**src/rtl/ccd_pixel_noise_error_init_macros.svh**
```systemverilog
// Assertion macros for the pixel error block.
// Define ASSERT_OFF to compile every check away.
`ifndef CCD_PIXEL_NOISE_ERROR_INIT_MACROS_SVH
`define CCD_PIXEL_NOISE_ERROR_INIT_MACROS_SVH

`ifndef ASSERT_OFF

// a implies b in the same cycle
`define CPNE_ASSERT_IMPL(label, clk, rst_n, a, b, msg) \
  label: assert property (@(posedge clk) disable iff (!rst_n) (a) |-> (b)) \
    else $error(msg);

// a implies b in the next cycle
`define CPNE_ASSERT_NEXT(label, clk, rst_n, a, b, msg) \
  label: assert property (@(posedge clk) disable iff (!rst_n) (a) |=> (b)) \
    else $error(msg);

`else

`define CPNE_ASSERT_IMPL(label, clk, rst_n, a, b, msg)
`define CPNE_ASSERT_NEXT(label, clk, rst_n, a, b, msg)

`endif

`endif

```
**src/rtl/cpne_pkg.sv**
```systemverilog
`timescale 1ns / 1ps

package cpne_pkg;

  // image geometry, boundaries above this are clipped to it
  localparam int unsigned IMAGE_DIM = 4096;
  localparam int unsigned BND_W     = 13;
  localparam logic [BND_W-1:0] IMAGE_DIM_C = BND_W'(IMAGE_DIM);

  // field widths
  localparam int unsigned PIX_W   = 12;
  localparam int unsigned SCI_W   = 32;
  localparam int unsigned ERR_W   = 24;
  localparam int unsigned NOISE_W = 16;
  localparam int unsigned CFG_IDX_W  = 3;
  localparam int unsigned CFG_DATA_W = 16;

  // root datapath: radicand < 2^49, padded to an even width
  localparam int unsigned RAD_W  = 50;
  localparam int unsigned ROOT_W = RAD_W / 2;
  localparam int unsigned REM_W  = ROOT_W + 1;
  localparam int unsigned CUR_W  = REM_W + 2;

  localparam logic [ERR_W-1:0]  OUT_MAX = {ERR_W{1'b1}};
  localparam logic [ROOT_W-1:0] ONE_Q8  = ROOT_W'(256);

  // register indexes
  localparam logic [CFG_IDX_W-1:0] REG_DETECTOR_MODE = 3'd0;
  localparam logic [CFG_IDX_W-1:0] REG_BIAS_EXPOSURE = 3'd1;
  localparam logic [CFG_IDX_W-1:0] REG_AMP_COL_BND   = 3'd2;
  localparam logic [CFG_IDX_W-1:0] REG_AMP_ROW_BND   = 3'd3;
  localparam logic [CFG_IDX_W-1:0] REG_NOISE_A       = 3'd4;
  localparam logic [CFG_IDX_W-1:0] REG_NOISE_B       = 3'd5;
  localparam logic [CFG_IDX_W-1:0] REG_NOISE_C       = 3'd6;
  localparam logic [CFG_IDX_W-1:0] REG_NOISE_D       = 3'd7;

  // live configuration
  typedef struct packed {
    logic               mama;
    logic               bias;
    logic [BND_W-1:0]   col_bnd;
    logic [BND_W-1:0]   row_bnd;
    logic [NOISE_W-1:0] noise_a;
    logic [NOISE_W-1:0] noise_b;
    logic [NOISE_W-1:0] noise_c;
    logic [NOISE_W-1:0] noise_d;
  } cfg_t;

  // per-request side info carried alongside the radicand
  typedef struct packed {
    logic               mama;
    logic               bypass;
    logic [NOISE_W-1:0] bypass_val;
    logic               missing;
    logic               neg;
  } side_t;

endpackage

```
**src/rtl/cpne_if.sv**
```systemverilog
`timescale 1ns / 1ps

// pixel request channel
interface cpne_in_if;
  import cpne_pkg::*;
  logic               valid;
  logic               ready;
  logic [PIX_W-1:0]   pixel_col;
  logic [PIX_W-1:0]   pixel_row;
  logic signed [SCI_W-1:0] sci_value;
  logic [ERR_W-1:0]   err_value;

  modport source (output valid, pixel_col, pixel_row, sci_value, err_value, input ready);
  modport sink   (input valid, pixel_col, pixel_row, sci_value, err_value, output ready);
endinterface

// result channel
interface cpne_out_if;
  import cpne_pkg::*;
  logic             valid;
  logic             ready;
  logic [ERR_W-1:0] err_out;
  logic             missing_noise;
  logic             negative_sci;
  logic             saturated;

  modport source (output valid, err_out, missing_noise, negative_sci, saturated,
                  input ready);
  modport sink   (input valid, err_out, missing_noise, negative_sci, saturated,
                  output ready);
endinterface

// register write channel
interface cpne_cfg_if;
  import cpne_pkg::*;
  logic                  valid;
  logic                  ready;
  logic [CFG_IDX_W-1:0]  index;
  logic [CFG_DATA_W-1:0] data;

  modport source (output valid, index, data, input ready);
  modport sink   (input valid, index, data, output ready);
endinterface

```
**src/rtl/cpne_cfg_regs.sv**
```systemverilog
`timescale 1ns / 1ps

module cpne_cfg_regs
  import cpne_pkg::*;
(
  input  logic       clk,
  input  logic       rst_n,
  cpne_cfg_if.sink   cfg_if,
  output cfg_t       cfg
);

  cfg_t cfg_r;

  assign cfg_if.ready = 1'b1;
  assign cfg          = cfg_r;

  // register writes, always accepted
  always_ff @(posedge clk) begin
    if (!rst_n) begin
      cfg_r <= '0;
    end else if (cfg_if.valid) begin
      unique case (cfg_if.index)
        REG_DETECTOR_MODE: cfg_r.mama    <= cfg_if.data[0];
        REG_BIAS_EXPOSURE: cfg_r.bias    <= cfg_if.data[0];
        REG_AMP_COL_BND:   cfg_r.col_bnd <= cfg_if.data[BND_W-1:0];
        REG_AMP_ROW_BND:   cfg_r.row_bnd <= cfg_if.data[BND_W-1:0];
        REG_NOISE_A:       cfg_r.noise_a <= cfg_if.data[NOISE_W-1:0];
        REG_NOISE_B:       cfg_r.noise_b <= cfg_if.data[NOISE_W-1:0];
        REG_NOISE_C:       cfg_r.noise_c <= cfg_if.data[NOISE_W-1:0];
        REG_NOISE_D:       cfg_r.noise_d <= cfg_if.data[NOISE_W-1:0];
        default:           cfg_r <= cfg_r;
      endcase
    end
  end

endmodule

```
**src/rtl/cpne_front.sv**
```systemverilog
`timescale 1ns / 1ps

// Three stages: region/mode decode, squares, radicand sum.
module cpne_front
  import cpne_pkg::*;
(
  input  logic               clk,
  input  logic               rst_n,
  input  cfg_t               cfg,
  input  logic               up_valid,
  output logic               up_ready,
  input  logic [PIX_W-1:0]   pixel_col,
  input  logic [PIX_W-1:0]   pixel_row,
  input  logic [SCI_W-1:0]   sci_value,
  input  logic [ERR_W-1:0]   err_value,
  output logic               dn_valid,
  input  logic               dn_ready,
  output logic [RAD_W-1:0]   dn_rad,
  output side_t              dn_side
);

  localparam int unsigned RN2_W  = 2 * NOISE_W;
  localparam int unsigned ERR2_W = 2 * ERR_W;

  logic [BND_W-1:0]   col_lim, row_lim;
  logic               upper, right, sci_neg;
  logic [NOISE_W-1:0] rn;
  logic [SCI_W-1:0]   sci_mag;
  side_t              side_s1;

  logic               v1_r, v2_r, v3_r;
  logic               en1, en2, en3;
  logic [SCI_W-1:0]   base1_r, base2_r;
  logic [NOISE_W-1:0] rn1_r;
  logic [ERR_W-1:0]   err1_r;
  logic [RN2_W-1:0]   rn2_r;
  logic [ERR2_W-1:0]  err2_r;
  logic [RAD_W-1:0]   rad3_r;
  side_t              side1_r, side2_r, side3_r;

  // stall chain: a stage moves when empty or when the next one moves
  assign en3      = !v3_r || dn_ready;
  assign en2      = !v2_r || en3;
  assign en1      = !v1_r || en2;
  assign up_ready = en1;

  // amplifier region and read noise
  always_comb begin
    col_lim = (cfg.col_bnd > IMAGE_DIM_C) ? IMAGE_DIM_C : cfg.col_bnd;
    row_lim = (cfg.row_bnd > IMAGE_DIM_C) ? IMAGE_DIM_C : cfg.row_bnd;
    upper   = {1'b0, pixel_row} >= row_lim;
    right   = {1'b0, pixel_col} >= col_lim;
    unique case ({upper, right})
      2'b11:   rn = cfg.noise_b;
      2'b10:   rn = cfg.noise_a;
      2'b01:   rn = cfg.noise_d;
      default: rn = cfg.noise_c;
    endcase
    sci_neg = sci_value[SCI_W-1];
    sci_mag = sci_neg ? (SCI_W'(0) - sci_value) : sci_value;

    side_s1.mama       = cfg.mama;
    side_s1.missing    = !cfg.mama && (rn == '0);
    side_s1.bypass     = !cfg.mama && ((rn == '0) || cfg.bias);
    side_s1.bypass_val = (rn == '0) ? '0 : rn;
    side_s1.neg        = cfg.mama && sci_neg;
  end

  // stage 1: decoded operands; MAMA uses |sci| alone
  always_ff @(posedge clk) begin
    if (!rst_n) begin
      v1_r <= 1'b0;
    end else if (en1) begin
      v1_r <= up_valid;
    end
  end

  always_ff @(posedge clk) begin
    if (en1) begin
      side1_r <= side_s1;
      rn1_r   <= cfg.mama ? '0 : rn;
      err1_r  <= cfg.mama ? '0 : err_value;
      if (cfg.mama) begin
        base1_r <= sci_mag;
      end else begin
        base1_r <= sci_neg ? '0 : sci_value;
      end
    end
  end

  // stage 2: squares
  always_ff @(posedge clk) begin
    if (!rst_n) begin
      v2_r <= 1'b0;
    end else if (en2) begin
      v2_r <= v1_r;
    end
  end

  always_ff @(posedge clk) begin
    if (en2) begin
      side2_r <= side1_r;
      base2_r <= base1_r;
      rn2_r   <= rn1_r * rn1_r;
      err2_r  <= err1_r * err1_r;
    end
  end

  // stage 3: radicand in Q.16
  always_ff @(posedge clk) begin
    if (!rst_n) begin
      v3_r <= 1'b0;
    end else if (en3) begin
      v3_r <= v2_r;
    end
  end

  always_ff @(posedge clk) begin
    if (en3) begin
      side3_r <= side2_r;
      rad3_r  <= RAD_W'({base2_r, 8'h00}) + RAD_W'(rn2_r) + RAD_W'(err2_r);
    end
  end

  assign dn_valid = v3_r;
  assign dn_rad   = rad3_r;
  assign dn_side  = side3_r;

endmodule

```
**src/rtl/cpne_sqrt.sv**
```systemverilog
`timescale 1ns / 1ps

// Integer square root, one result bit per stage, truncated toward zero.
module cpne_sqrt
  import cpne_pkg::*;
(
  input  logic              clk,
  input  logic              rst_n,
  input  logic              up_valid,
  output logic              up_ready,
  input  logic [RAD_W-1:0]  up_rad,
  input  side_t             up_side,
  output logic              dn_valid,
  input  logic              dn_ready,
  output logic [ROOT_W-1:0] dn_root,
  output side_t             dn_side
);

  localparam int unsigned N = ROOT_W;

  logic              v_s    [0:N];
  logic [RAD_W-1:0]  rad_s  [0:N];
  logic [REM_W-1:0]  rem_s  [0:N];
  logic [ROOT_W-1:0] q_s    [0:N];
  side_t             side_s [0:N];
  logic              en     [0:N];

  logic              v_r    [1:N];
  logic [RAD_W-1:0]  rad_r  [1:N];
  logic [REM_W-1:0]  rem_r  [1:N];
  logic [ROOT_W-1:0] q_r    [1:N];
  side_t             side_r [1:N];

  assign v_s[0]    = up_valid;
  assign rad_s[0]  = up_rad;
  assign rem_s[0]  = '0;
  assign q_s[0]    = '0;
  assign side_s[0] = up_side;
  assign en[N]     = dn_ready;
  assign up_ready  = en[0];

  genvar i;
  generate
    for (i = 0; i < N; i++) begin : g_stage
      logic [CUR_W-1:0] cur, trial, diff;
      logic             take;

      // one restoring step: bring down two radicand bits, try q*4+1
      always_comb begin
        cur   = {rem_s[i], rad_s[i][RAD_W-1 -: 2]};
        trial = CUR_W'({q_s[i], 2'b01});
        take  = cur >= trial;
        diff  = cur - trial;
      end

      assign en[i] = !v_r[i+1] || en[i+1];

      always_ff @(posedge clk) begin
        if (!rst_n) begin
          v_r[i+1] <= 1'b0;
        end else if (en[i]) begin
          v_r[i+1] <= v_s[i];
        end
      end

      always_ff @(posedge clk) begin
        if (en[i]) begin
          rad_r[i+1]  <= {rad_s[i][RAD_W-3:0], 2'b00};
          rem_r[i+1]  <= take ? diff[REM_W-1:0] : cur[REM_W-1:0];
          q_r[i+1]    <= {q_s[i][ROOT_W-2:0], take};
          side_r[i+1] <= side_s[i];
        end
      end

      assign v_s[i+1]    = v_r[i+1];
      assign rad_s[i+1]  = rad_r[i+1];
      assign rem_s[i+1]  = rem_r[i+1];
      assign q_s[i+1]    = q_r[i+1];
      assign side_s[i+1] = side_r[i+1];
    end
  endgenerate

  assign dn_valid = v_s[N];
  assign dn_root  = q_s[N];
  assign dn_side  = side_s[N];

endmodule

```
**src/rtl/ccd_pixel_noise_error_init.sv**
```systemverilog
`timescale 1ns / 1ps
// From request accept to result valid: 3 front stages, 25 square-root
// stages at one root bit each, and 1 output register.
// Throughput: one pixel per cycle when not stalled; every root pipeline
// stage is a 28-bit compare/subtract, and stalls hold each stage in place.
// Reset (rst_n low, synchronous): valid bits and configuration registers go
// to 0; pipeline data registers keep their contents.
`include "ccd_pixel_noise_error_init_macros.svh"

module ccd_pixel_noise_error_init
  import cpne_pkg::*;
(
  input  logic        clk,
  input  logic        rst_n,
  cpne_in_if.sink     in_if,
  cpne_out_if.source  out_if,
  cpne_cfg_if.sink    cfg_if
);

  cfg_t              cfg;
  logic              fr_valid, fr_ready;
  logic [RAD_W-1:0]  fr_rad;
  side_t             fr_side;
  logic              sq_valid, sq_ready;
  logic [ROOT_W-1:0] sq_root;
  side_t             sq_side;

  logic              out_valid_r;
  logic [ERR_W-1:0]  err_out_r, err_nxt;
  logic              missing_r, neg_r, sat_r, sat_nxt;

  cpne_cfg_regs u_cfg (
    .clk    (clk),
    .rst_n  (rst_n),
    .cfg_if (cfg_if),
    .cfg    (cfg)
  );

  cpne_front u_front (
    .clk       (clk),
    .rst_n     (rst_n),
    .cfg       (cfg),
    .up_valid  (in_if.valid),
    .up_ready  (in_if.ready),
    .pixel_col (in_if.pixel_col),
    .pixel_row (in_if.pixel_row),
    .sci_value (in_if.sci_value),
    .err_value (in_if.err_value),
    .dn_valid  (fr_valid),
    .dn_ready  (fr_ready),
    .dn_rad    (fr_rad),
    .dn_side   (fr_side)
  );

  cpne_sqrt u_sqrt (
    .clk      (clk),
    .rst_n    (rst_n),
    .up_valid (fr_valid),
    .up_ready (fr_ready),
    .up_rad   (fr_rad),
    .up_side  (fr_side),
    .dn_valid (sq_valid),
    .dn_ready (sq_ready),
    .dn_root  (sq_root),
    .dn_side  (sq_side)
  );

  // result formatting: bypass value, MAMA floor of one, CCD saturation
  always_comb begin
    sat_nxt = 1'b0;
    if (sq_side.bypass) begin
      err_nxt = ERR_W'(sq_side.bypass_val);
    end else if (sq_side.mama) begin
      err_nxt = (sq_root > ONE_Q8) ? sq_root[ERR_W-1:0] : ONE_Q8[ERR_W-1:0];
    end else if (sq_root[ROOT_W-1]) begin
      err_nxt = OUT_MAX;
      sat_nxt = 1'b1;
    end else begin
      err_nxt = sq_root[ERR_W-1:0];
    end
  end

  assign sq_ready = !out_valid_r || out_if.ready;

  // output register
  always_ff @(posedge clk) begin
    if (!rst_n) begin
      out_valid_r <= 1'b0;
    end else if (sq_ready) begin
      out_valid_r <= sq_valid;
    end
  end

  always_ff @(posedge clk) begin
    if (sq_ready) begin
      err_out_r <= err_nxt;
      missing_r <= sq_side.missing;
      neg_r     <= sq_side.neg;
      sat_r     <= sat_nxt;
    end
  end

  assign out_if.valid         = out_valid_r;
  assign out_if.err_out       = err_out_r;
  assign out_if.missing_noise = missing_r;
  assign out_if.negative_sci  = neg_r;
  assign out_if.saturated     = sat_r;

  // result consistency
  `CPNE_ASSERT_IMPL(a_sat_max, clk, rst_n, out_valid_r && sat_r, err_out_r == OUT_MAX, "saturated result not at maximum")
  `CPNE_ASSERT_IMPL(a_missing_zero, clk, rst_n, out_valid_r && missing_r, (err_out_r == '0) && !sat_r && !neg_r, "missing noise result not zero")
  `CPNE_ASSERT_IMPL(a_neg_mama, clk, rst_n, out_valid_r && neg_r, !missing_r && !sat_r && (err_out_r >= ONE_Q8[ERR_W-1:0]), "negative flag outside counting mode")
  `CPNE_ASSERT_NEXT(a_out_from_root, clk, rst_n, sq_ready && !sq_valid, !out_valid_r, "result without root stage data")

endmodule
```
**src/flat_wrapper.sv**
```systemverilog
// flat-port wrapper written by rule: the top's interface ports become plain ports
module ccd_pixel_noise_error_init_flat import cpne_pkg::*;
  (clk, rst_n, in_if_valid, in_if_pixel_col, in_if_pixel_row, in_if_sci_value, in_if_err_value, in_if_ready, out_if_valid, out_if_err_out, out_if_missing_noise, out_if_negative_sci, out_if_saturated, out_if_ready, cfg_if_valid, cfg_if_index, cfg_if_data, cfg_if_ready);
  cpne_in_if in_if_i ();
  cpne_out_if out_if_i ();
  cpne_cfg_if cfg_if_i ();
  input  logic clk;
  input  logic rst_n;
  input wire logic [$bits(in_if_i.valid)-1:0] in_if_valid;
  input wire logic [$bits(in_if_i.pixel_col)-1:0] in_if_pixel_col;
  input wire logic [$bits(in_if_i.pixel_row)-1:0] in_if_pixel_row;
  input wire logic [$bits(in_if_i.sci_value)-1:0] in_if_sci_value;
  input wire logic [$bits(in_if_i.err_value)-1:0] in_if_err_value;
  output wire logic [$bits(in_if_i.ready)-1:0] in_if_ready;
  output wire logic [$bits(out_if_i.valid)-1:0] out_if_valid;
  output wire logic [$bits(out_if_i.err_out)-1:0] out_if_err_out;
  output wire logic [$bits(out_if_i.missing_noise)-1:0] out_if_missing_noise;
  output wire logic [$bits(out_if_i.negative_sci)-1:0] out_if_negative_sci;
  output wire logic [$bits(out_if_i.saturated)-1:0] out_if_saturated;
  input wire logic [$bits(out_if_i.ready)-1:0] out_if_ready;
  input wire logic [$bits(cfg_if_i.valid)-1:0] cfg_if_valid;
  input wire logic [$bits(cfg_if_i.index)-1:0] cfg_if_index;
  input wire logic [$bits(cfg_if_i.data)-1:0] cfg_if_data;
  output wire logic [$bits(cfg_if_i.ready)-1:0] cfg_if_ready;
  assign in_if_i.valid = in_if_valid;
  assign in_if_i.pixel_col = in_if_pixel_col;
  assign in_if_i.pixel_row = in_if_pixel_row;
  assign in_if_i.sci_value = in_if_sci_value;
  assign in_if_i.err_value = in_if_err_value;
  assign in_if_ready = in_if_i.ready;
  assign out_if_valid = out_if_i.valid;
  assign out_if_err_out = out_if_i.err_out;
  assign out_if_missing_noise = out_if_i.missing_noise;
  assign out_if_negative_sci = out_if_i.negative_sci;
  assign out_if_saturated = out_if_i.saturated;
  assign out_if_i.ready = out_if_ready;
  assign cfg_if_i.valid = cfg_if_valid;
  assign cfg_if_i.index = cfg_if_index;
  assign cfg_if_i.data = cfg_if_data;
  assign cfg_if_ready = cfg_if_i.ready;
  ccd_pixel_noise_error_init u_core (.clk(clk), .rst_n(rst_n), .in_if(in_if_i), .out_if(out_if_i), .cfg_if(cfg_if_i));
endmodule
```
**config.mk**
```make
export PLATFORM = sky130hd
export DESIGN_NAME = ccd_pixel_noise_error_init_flat
export DESIGN_NICKNAME = d
export VERILOG_FILES = /design/src/rtl/cpne_pkg.sv /design/src/rtl/cpne_if.sv /design/src/rtl/cpne_cfg_regs.sv /design/src/rtl/cpne_front.sv /design/src/rtl/cpne_sqrt.sv /design/src/rtl/ccd_pixel_noise_error_init.sv /design/src/flat_wrapper.sv
export VERILOG_INCLUDE_DIRS = /design/src /design/src/rtl
export SDC_FILE = /design/constraint.sdc
export NUM_CORES = 2
export LEC_CHECK = 0
export BUFFER_PORTS_ARGS = -buffer_cell sky130_fd_sc_hd__clkbuf_2
export CORE_ASPECT_RATIO = 1.2
export CORE_UTILIZATION = 60
export DETAILED_ROUTE_END_ITERATION = 10
export PLACE_DENSITY_LB_ADDON = 0.08
export RECOVER_POWER = 50
export SETUP_SLACK_MARGIN = 0.1
export SLEW_MARGIN = 20
export SYNTH_ARGS = -nofsm -noshare
export SYNTH_HDL_FRONTEND = slang
export SYNTH_SLANG_ARGS = --single-unit
```
**constraint.sdc**
```tcl
create_clock -name clk -period 20.4 [get_ports clk]
set_input_delay 1.02 -clock clk [delete_from_list [all_inputs] [get_ports clk]]
set_output_delay 1.02 -clock clk [all_outputs]
set_load 0.02 [all_outputs]
```
==> summary.txt <==
Post-layout min period: 8.52 ns
Cts hold-fix bufs: 0
Worst r2r src: u_core.u_front.err1_r[0]$_SDFFCE_PP0P_
Max-slew violation count: 655
Via count: 72884
Top-count cell post-synth: edfxtp_1
Main synth FF type: edfxtp_1
DR WL/cell: 19.9 um
Number of global-route vias before repair: 75213
Post-synth top area share: 55.6%
Area of placed instances: 131000 sq um
Failing checks: max-capacitance violations, max-slew violations
RR Endpoint: u_core.u_front.err2_r[45]$_DFFE_PP_
Final hold vios: 0
Worst r2r path cells: 27
Leakage power: 0.0605 uW
Inserted Clock Buffers: 231
Sequential Area: 72500 sq um
Fill cell count: 15385
Layout cells sized above 1: 6.32%
Async SR Flop Fraction: 0%
Rel. slew slack: -194%
Layout Area Growth over Synthesis: 9.17%
Max VDD drop: 488 uV
Worst path arrival time: 9.15 ns
Initial DRC count: 4593
Total Power: 23300 uW
First-pass detailed-route iteration total: 6
GPL Wtd Cong: 0.958
Sequential cell area fraction in the yosys report: 57.1%
CP Capture Type: flip-flop
Synthesis Warnings: 0
Row count: 184
Crit path launch type: flip-flop
CTS tree: done
Drc violations: 0
ANT nets after route: 0
Tcrit/Tclk final: 41.8%
Worst-path clk slew: 0.06 ns
Post-CTS Setup Bufs: 0
Pwr per Cell Area: 168 nW/um^2
Outcome: complete, but fails checks
Yosys top cell by area: edfxtp_1
Die width: 422 um
Synth cell count leaders: 2350 x edfxtp_1, 1296 x inv_1, 791 x nand2_1
Crit Path Class: reg2reg
IO Pins: 134
First-pass GRT wire length: 409 mm
Hold Path Class: reg2reg
Clock skew: 0.120 ns
Later-pin clock latency in the skew report: 0.90 ns
R2r setup slk: 11.88 ns
Die outline height: 506 um
Initial antenna violation count: 12
Final WL: 260 mm
CP Max Fanout: 25
Syn Inst Count: 9893
CP required: 21.03 ns
Cell area after synthesis: 127000 sq um
CP endpoint: u_core.u_front.err2_r[45]$_DFFE_PP_
Max-cap viol count: 11
Multi-input logic area: 49000 sq um
H-tree depth: 4
Final nets: 11546
Vias/cell: 5.56
Clk sink count: 2446
Syn avg cell area: 12.8 sq um
Yosys cell types: 105
Root Driver: clkbuf_16
Dpl hpwl: 195 mm
Total GRT Usage: 24.8%
Number of synthesized flops with an enable pin: 2350
Clock buffer depth: 3
Starting density of the core: 60.5%
Tightest Pin Transition: 4.42 ns
CP startpoint: u_core.u_front.err1_r[0]$_SDFFCE_PP0P_
Largest net degree at the start of global routing: 113
TNS Setup: 0 ns
Global route overflow: 0
Post-CTS Resized: 0
Final setup vio count: 0
RSZ-0062 raised after global routing: no
Synth top area cells: edfxtp_1 56%, fa_1 9.8%, ha_1 6.9%, inv_1 3.8%, nand2_1 2.3%
Port Buffers: 132
Fin area: 139000 sq um
Core area: 210000 sq um
Fmax: 117 MHz
Flops & latches, synth: 2446
Die area: 214000 sq um
placed cells by master (no fill, tap or decap), types with 106 or more instances in the layout:
master	count
clkbuf_16	233
nor2_1	501
xor2_1	243
edfxtp_1	2350
o21a_1	106
nor3_1	152
and2_1	216
nand3_1	124
xnor2_1	331
a21o_1	148
fa_1	621
a21boi_0	117
ha_1	696
nor2b_1	114
nand2_1	785
a21oi_1	413
inv_1	1290
o21ai_0	341
nand2b_1	114
report_power, final:
| part | total [uW] | internal (uW) | switching [uW] |
|---|---|---|---|
| logic | 10400 | 4200 | 6180 |
| registers | 8730 | 7820 | 913 |
| clock network | 4230 | 2390 | 1840 |
| total | 23300 | 14400 | 8940 |
critical path, stage by stage (launching register included):
cell and delay [ns]:
edfxtp_1 0.32, clkbuf_1 0.88, nand2_1 0.24, fa_1 0.56, inv_1 0.05, fa_1 0.47
inv_1 0.05, fa_1 0.48, inv_1 0.06, fa_1 0.50, inv_1 0.05, fa_1 0.48
inv_1 0.06, fa_1 0.56, inv_1 0.06, fa_1 0.53, inv_1 0.04, ha_1 0.35
a21oi_1 0.15, nor2b_1 0.07, o21ai_0 0.17, o211ai_1 0.20, a311oi_2 0.74, o2111ai_1 0.34
a31o_2 0.30, a21oi_1 0.22, o21ai_0 0.13, xor2_1 0.16
worst min path at each step:
stage,endpoint,cells past startpoint,from,slack [ns]
6_report,u_core.u_sqrt.rad_r[0][87]$_DFFE_PP_,0,u_core.u_front.dn_rad[39]$_DFFE_PP_,0.37
5_1_grt,u_core.u_cfg.cfg[63]$_SDFFE_PN0P_,3,cfg_if_data[15],0.37
4_1_cts,u_core.u_cfg.cfg[30]$_SDFFE_PN0P_,3,cfg_if_data[14],0.32
3_5_place_dp,u_core.u_front.side2_r[13]$_DFFE_PP_,0,u_core.u_front.side1_r[13]$_SDFFCE_PN0P_,0.40
3_3_place_gp,u_core.u_sqrt.side_r[0][57]$_DFFE_PP_,0,u_core.u_sqrt.side_r[0][37]$_DFFE_PP_,0.40
2_1_floorplan,u_core.out_if.missing_noise$_DFFE_PP_,0,u_core.u_sqrt.side_r[3][21]$_DFFE_PP_,0.40
metal layers:
metal	wire [um]	vias to the layer above	GRT usage, %
li1	-	34984	-
met5	55	-	0
met3	9800	483	2.94
met1	99900	35831	28.8
met4	13900	8	12.2
met2	137000	1578	45.2
sequential cells by signal, summed over array words and instances, names as in the netlist, 32 cells and up:
register,flops
u_core.u_sqrt.side_r,500
u_core.u_front.base2_r,32
u_core.u_cfg.cfg,92
u_core.u_front.dn_rad,49
u_core.u_sqrt.rem_r,582
u_core.u_sqrt.q_r,325
u_core.u_front.err2_r,47
u_core.u_front.base1_r,32
u_core.u_sqrt.rad_r,600
stage by stage:
stage	setup slack, ns	cells	hold slack (ns)	util, %
final	11.88	13120	0.370	66.0
after global routing	11.42	13117	0.369	66.0
after CTS	12.10	13109	0.324	66.1
after detailed placement	12.15	12681	0.405	62.5
after global placement	12.24	12681	0.400	62.5
after floorplan	11.38	9894	0.400	-
kinds of logic after synthesis:
kind of cell	Yosys count	share of synthesized area, %
simple gates	2448	9.44
fa+ha+maj	1317	16.6
other cells	2	0.00591
flops	2446	57.1
buf+inv	1512	4.51
xor+xnor	574	3.96
compound gates	1487	7.47
mux	107	0.914
area by class of cell:
class                      instances  share of cell area (%)
antenna                           10                  0.0180
clock buffer                     285                    4.37
clock inverter                   143                    1.13
inverter                        1298                    3.52
multi-input combinational       5936                    35.3
sequential                      2446                    52.3
tap                             2790                    2.52
timing repair buffer             212                   0.842
No activity file was read; power rests on OpenSTA's default activity.
